**config.mk**
```make
export PLATFORM = sky130hd
export DESIGN_NAME = lkc_ctrl
export DESIGN_NICKNAME = d
export VERILOG_FILES = /design/src/hw/rtl/lkc_pkg.sv /design/src/hw/rtl/lkc_ctrl.sv
export SDC_FILE = /design/constraint.sdc
export NUM_CORES = 1
export LEC_CHECK = 0
export BUFFER_PORTS_ARGS = -buffer_cell sky130_fd_sc_hd__clkbuf_2
export CAP_MARGIN = 20
export CORE_AREA = 2 2 39 41
export DETAILED_ROUTE_END_ITERATION = 6
export DIE_AREA = 0 0 41 43
export PLACE_DENSITY_LB_ADDON = 0.15
export SYNTH_ARGS = -nofsm -noshare
export SYNTH_HDL_FRONTEND = slang
export SYNTH_SLANG_ARGS = --single-unit
```
**constraint.sdc**
```tcl
create_clock -name clock -period 4.8 [get_ports clock]
set_clock_uncertainty 0.2 [all_clocks]
set_input_delay 0.48 -clock clock [delete_from_list [all_inputs] [get_ports clock]]
set_output_delay 0.48 -clock clock [all_outputs]
set_load 0.02 [all_outputs]
```
**src/hw/rtl/lkc_pkg.sv**
```systemverilog
// Shared types and constants for the LRU keyed cache with batch eviction.
// Holds the controller state type and the controller/datapath command and status structs.
// No dependencies.
package lkc_pkg;

   localparam int KEY_W   = 32;
   localparam int STAMP_W = 32;
   localparam int SLOT_W  = 6;

   localparam logic KIND_EVICT  = 1'b0;
   localparam logic KIND_ANSWER = 1'b1;

   typedef enum logic [2:0] {
      ST_CLEAR,
      ST_IDLE,
      ST_LOOKUP,
      ST_HIT,
      ST_PRUNE,
      ST_EVICT,
      ST_INSERT
   } ctl_state_type;

   typedef enum logic {
      SCAN_LOOKUP,
      SCAN_PRUNE
   } scan_mode_type;

   typedef struct packed {
      logic             valid;
      logic [KEY_W-1:0] decl;
      logic [KEY_W-1:0] prog;
   } entry_type;

   // controller -> datapath
   typedef struct packed {
      logic          clear_en;
      logic          load_key;
      logic          scan_start;
      scan_mode_type scan_mode;
      logic          evict;
      logic          hit_answer;
      logic          insert_answer;
   } cmd_type;

   // datapath -> controller
   typedef struct packed {
      logic clear_done;
      logic scan_done;
      logic hit_found;
      logic free_found;
      logic old_found;
      logic out_free;
   } sts_type;

endpackage

```
**src/hw/rtl/lkc_ctrl.sv**
```systemverilog
// Controller state machine: clearing pass, lookup scan, hit answer, prune rounds, insertion.
// Depends on lkc_pkg; drives lkc_datapath through cmd_type / sts_type.
module lkc_ctrl #(
   parameter int PRUNE_COUNT = 8
) (
   input  logic              clock,
   input  logic              reset,
   input  logic              req_valid,
   output logic              req_ready,
   output lkc_pkg::cmd_type  cmd,
   input  lkc_pkg::sts_type  sts
);

   localparam int PC_W = (PRUNE_COUNT > 1) ? $clog2(PRUNE_COUNT) : 1;
   localparam logic [PC_W-1:0] PC_LAST = PC_W'(PRUNE_COUNT - 1);

   lkc_pkg::ctl_state_type state_ff, state_in;
   logic [PC_W-1:0]        prune_cnt_ff, prune_cnt_in;

   always_ff @(posedge clock) begin
      if (reset) begin
         state_ff     <= lkc_pkg::ST_CLEAR;
         prune_cnt_ff <= '0;
      end else begin
         state_ff     <= state_in;
         prune_cnt_ff <= prune_cnt_in;
      end
   end

   always_comb begin
      state_in     = state_ff;
      prune_cnt_in = prune_cnt_ff;
      cmd          = '0;
      req_ready    = 1'b0;
      case (state_ff)
         lkc_pkg::ST_CLEAR: begin
            cmd.clear_en = 1'b1;
            if (sts.clear_done) begin
               state_in = lkc_pkg::ST_IDLE;
            end
         end
         lkc_pkg::ST_IDLE: begin
            req_ready = 1'b1;
            if (req_valid) begin
               cmd.load_key   = 1'b1;
               cmd.scan_start = 1'b1;
               cmd.scan_mode  = lkc_pkg::SCAN_LOOKUP;
               state_in       = lkc_pkg::ST_LOOKUP;
            end
         end
         lkc_pkg::ST_LOOKUP: begin
            if (sts.scan_done) begin
               if (sts.hit_found) begin
                  state_in = lkc_pkg::ST_HIT;
               end else if (sts.free_found) begin
                  state_in = lkc_pkg::ST_INSERT;
               end else begin
                  prune_cnt_in   = '0;
                  cmd.scan_start = 1'b1;
                  cmd.scan_mode  = lkc_pkg::SCAN_PRUNE;
                  state_in       = lkc_pkg::ST_PRUNE;
               end
            end
         end
         lkc_pkg::ST_HIT: begin
            if (sts.out_free) begin
               cmd.hit_answer = 1'b1;
               state_in       = lkc_pkg::ST_IDLE;
            end
         end
         lkc_pkg::ST_PRUNE: begin
            if (sts.scan_done) begin
               state_in = sts.old_found ? lkc_pkg::ST_EVICT : lkc_pkg::ST_INSERT;
            end
         end
         lkc_pkg::ST_EVICT: begin
            if (sts.out_free) begin
               cmd.evict = 1'b1;
               if (prune_cnt_ff == PC_LAST) begin
                  state_in = lkc_pkg::ST_INSERT;
               end else begin
                  prune_cnt_in   = prune_cnt_ff + PC_W'(1);
                  cmd.scan_start = 1'b1;
                  cmd.scan_mode  = lkc_pkg::SCAN_PRUNE;
                  state_in       = lkc_pkg::ST_PRUNE;
               end
            end
         end
         lkc_pkg::ST_INSERT: begin
            if (sts.out_free) begin
               cmd.insert_answer = 1'b1;
               state_in          = lkc_pkg::ST_IDLE;
            end
         end
         default: begin
            state_in = lkc_pkg::ST_IDLE;
         end
      endcase
   end

   a_no_accept_in_clear: assert property (@(posedge clock) disable iff (reset)
      (state_ff == lkc_pkg::ST_CLEAR) |-> !req_ready && !cmd.scan_start)
      else $error("lookup started during clearing pass");

   a_prune_bounded: assert property (@(posedge clock) disable iff (reset)
      (state_ff == lkc_pkg::ST_PRUNE || state_ff == lkc_pkg::ST_EVICT)
      |-> prune_cnt_ff <= PC_LAST)
      else $error("prune round count overran");

   a_answer_ends_item: assert property (@(posedge clock) disable iff (reset)
      (cmd.hit_answer || cmd.insert_answer) |=> state_ff == lkc_pkg::ST_IDLE)
      else $error("answer issued without returning to idle");

endmodule

```
### Word level (Yosys, flattened, before mapping)

Cells that the tools add are included.

| word-level totals | value |
|---|---|
| RAM bits | 0 |
| bits in latches | 0 |
| register bits after elaboration | 6 |
| logic and storage cells | 55 |
| memory bits (read-only) | 0 |
| memories | 0 |
| input bits | 9 |
| output and inout bits | 8 |

| cells by class | value |
|---|---|
| $add $sub $neg | 1 |
| mux-type cells | 31 |
| bitwise logic cells | 0 |
| div/mod/pow operators | 0 |
| equal/unequal tests | 16 |
| magnitude comparators | 0 |
| shifts and indexed selects | 0 |
| multiply operators | 0 |
| reductions and logical operators | 5 |

Operators by type and width:

| cell | number |
|---|---|
| two-way mux 3 bit | 14 |
| case mux 3 bit (6 select lines) | 1 |
| != test 2 bit, second input constant | 8 |
| two-way mux 2 bit | 7 |
| == test 3 bit, second input constant | 4 |
| AND reduction 6 bit | 2 |
| two-way mux 1 bit | 7 |
| == test 3 x 2 -> 1 bit, second input constant | 2 |
| case mux 2 bit (3 select lines) | 1 |
| case mux 3 bit (2 select lines) | 1 |
| adder 3 x 1 -> 3 bit, second input constant | 1 |
| == test 3 x 1 -> 1 bit, second input constant | 1 |
| logical NOT 3 bit | 1 |
| != test 2 x 1 -> 1 bit, second input constant | 1 |
| nonzero test 2 bit | 1 |
| OR reduction 2 bit | 1 |

### Depth between registers and ports, before layout

| logic depth | value |
|---|---|
| word-level depth | 4 |
| mapped depth | 6 |
| depth with buffers taken out | 6 |

### Worst setup path after synthesis

Ideal clock, no wire load.

| timing | value |
|---|---|
| path type | register to output |
| from | register state_ff[2] |
| to | output cmd[4] (netlist name) |
| cell stages (with the launch flop) | 6 |
| arrival | 1,435 ps |
| slack | 2,685 ps |
| required time | 4,120 ps |
| cells stage by stage | dfxtp_1 -> buf_6 -> nand2b_4 -> nor2_1 -> and2_1 -> or2_2 |

RTL lines:

| item | line | source |
|---|---|---|
| start, declared | lkc_ctrl.sv:17 | `lkc_pkg::ctl_state_type state_ff, state_in;` |
| start signal, assigned | lkc_ctrl.sv:22 | `state_ff <= lkc_pkg::ST_CLEAR;` |
| start signal, assigned | lkc_ctrl.sv:25 | `state_ff <= state_in;` |
| end, declared | lkc_ctrl.sv:10 | `output lkc_pkg::cmd_type cmd,` |

==> results.txt <==
clock slew at reported path FFs = 0.04 ns
startpoint class of the critical path = flop
Worst Hold Class = in -> reg
Rows = 14
CTS Sinks = 6
main combinational cell family by area after synthesis = simple AND/OR/NAND/NOR gates
Async SR Flop Fraction = 0%
Tmin final = 2.489 ns
largest net degree at the start of global routing = 14
Slew @ Worst Pin = 0.4606 ns
RSZ-0062 raised after global routing = no
PwrDens = 447.0 nW/µm²
crit path DAT = 1.81 ns
Max Fanout on Critical Path = 13
Multi-input gate area = 326.6 µm²
Yosys reg bits = 6
Die Ht = 43 µm
first-pass GRT wire length = 1725 µm
CP Data Required Time = 4.12 ns
DR vias = 465
vias in the first global route = 411
postcts setup bufs = 0
Synth Area in Compound Gates = 22.44%
simple-gate share of the synthesized area = 30.67%
crit path capture type = output pin
Worst Path Class, Setup = reg -> out
synthesized area = 501.7 µm²
Yosys cell types = 31
first drt pass iteration count = 2
Post-Synthesis Cells = 60
Total Routed Length = 1057 µm
Via density = 5.110
gpl congestion = 0.6949
Skew-Pair Late Insertion Delay = 0.24 ns
storage element area = 120.1 µm²
sequential area share after synthesis = 23.94%
area share of fa/ha/maj cells after synthesis = 4.988%
Synth top cells by count = a21oi_1, dfxtp_1, inv_1
slowest stage delay, CP = 0.57 ns
CTS buffer count = 3
Synth Area in XOR/XNOR = 1.746%
cts repair resizes = 0
Post-synth EDFFs = 0
min-delay src = reset
Initial Util = 36.26%
Synth Warn # = 0
CP Launch Point = state_ff[1]$_SDFFE_PP0P_
Fin. Hold Viols = 0
ys flop type = dfxtp_1
antenna cell count = 0
status = complete, no violations
max_slew headroom = 69.25%
WP buf/inv = 1
Top delay family on crit path = flip-flops
Port Buffers = 16
syn_nets = 71
total grt overflow = 0
hold_buf cts = 0
Leak Pwr = 0.2688 nW
mux share of post-synthesis cell area = 5.237%
layout net count = 88
Final Setup Violations = 0
initial antenna violation count = 0
slowest CP cell = dfxtp_1
Layout area overhead = 17.96%
layout cell share with drive strength beyond 1 = 37.33%
crit-path cells = and3b_1 -> a32o_2 -> or2_2 -> clkbuf_2
DR DRC count = 0
Max Freq = 401.8 MHz
Core Box Area = 1384 µm²
die area = 1763 µm²
crit share post-route = 51.85%
top post-synthesis cells by area = dfxtp_1, a21oi_1, ha_1, nor4b_4, buf_6
Total Routing Usage GR = 14.59%
Die Wd = 41 µm
1st-iter DRT viols = 3
H-Tree Depth = 1
final non-filler cell total = 91
Avg WL per Cell = 11.62 µm
TritonCTS clock tree = yes
Slew Viols, Final = 0
fillers = 158
Synth top area share = 23.94%
Root Buffer = clkbuf_4
post-DP HPWL = 839.3 µm
dominant cell type by area after synthesis = dfxtp_1
worst reg2reg path startpoint = state_ff[1]$_SDFFE_PP0P_
Avg Cell Area, Syn = 8.362 µm²
placed insts = 88
Max clock buf depth = 2
final setup TNS = 0 ns
peak supply drop = 0.2566 mV
Max-Cap Viols = 0
Antenna Nets Post-Route = 0
I/O pin cnt = 17
metrics by stage:
step	setup slack (ns)	hold slack, ns	area [µm²]	total power (W)	util (%)
after global routing	2.233	0.3189	591.8	0.0002877	42.77
after detailed placement	2.584	0.3568	569.3	0.0002201	41.14
after CTS	2.311	0.2953	591.8	0.0002688	42.77
after global placement	2.617	0.3486	569.3	0.0002213	41.14
final	2.311	0.3077	591.8	0.0002645	42.77
after floorplan	2.685	0.3140	501.7	0.0001994	-
cells in the final DEF, fill, tap and decap left out, types with 2 or more instances in the layout:
cell / n
nand3_1: 2
a311oi_1: 2
ha_1: 2
nand2_1: 2
o21ai_0: 2
a21oi_1: 6
clkbuf_4: 3
clkbuf_2: 16
nor2_1: 4
nor3_1: 3
and3b_1: 2
inv_1: 6
or2_0: 2
dfxtp_1: 6
kinds of logic (layout without fill, tap and decap cells):
group,count (synthesis),in the layout
AND/OR/NAND/NOR,23,23
AO/OA/AOI/OAI,16,16
buffers and inverters,10,25
flip-flops,6,6
adder cells (fa/ha/maj),2,2
multiplexers,2,2
XOR/XNOR,1,1
flip-flops by register name, summed over array words and instances, names as in the netlist:
signal        cells
prune_cnt_ff      3
state_ff          3
path summary, 6_finish.rpt:
| kind | depth (start not counted) | slack, ns | endpoint |
|---|---|---|---|
| max reg2reg | 4 | 3.03 | prune_cnt_ff[1]$_SDFFE_PP0P_ |
| min | 2 | 0.31 | prune_cnt_ff[0]$_SDFFE_PP0P_ |
| min reg2reg | 3 | 0.36 | prune_cnt_ff[2]$_SDFFE_PP0P_ |
| max | 4 | 2.31 | cmd[4] |
power by group:
group	total, W	switching (W)	internal, W
logic	0.000130	0.0000692	0.0000605
clock network	0.0000451	0.0000169	0.0000282
registers	0.0000898	0.0000299	0.0000598
routing by layer:
metal | vias up | global-route usage (%) | share of wire, %
met5 | - | 0 | 0
met4 | 0 | 12.00 | 2.3
met2 | 15 | 18.75 | 40
li1 | 246 | - | -
met3 | 2 | 1.571 | 6.1
met1 | 202 | 20.71 | 52
final cells by class:
cell class,instances,share of cell area (%)
multi-input cells,44,55.18
clock buffers,3,3.805
inverters,6,3.805
flip-flops and latches,6,20.30
repair buffers,16,13.53
well taps,16,3.383
(Power assumes the default switching activity.)
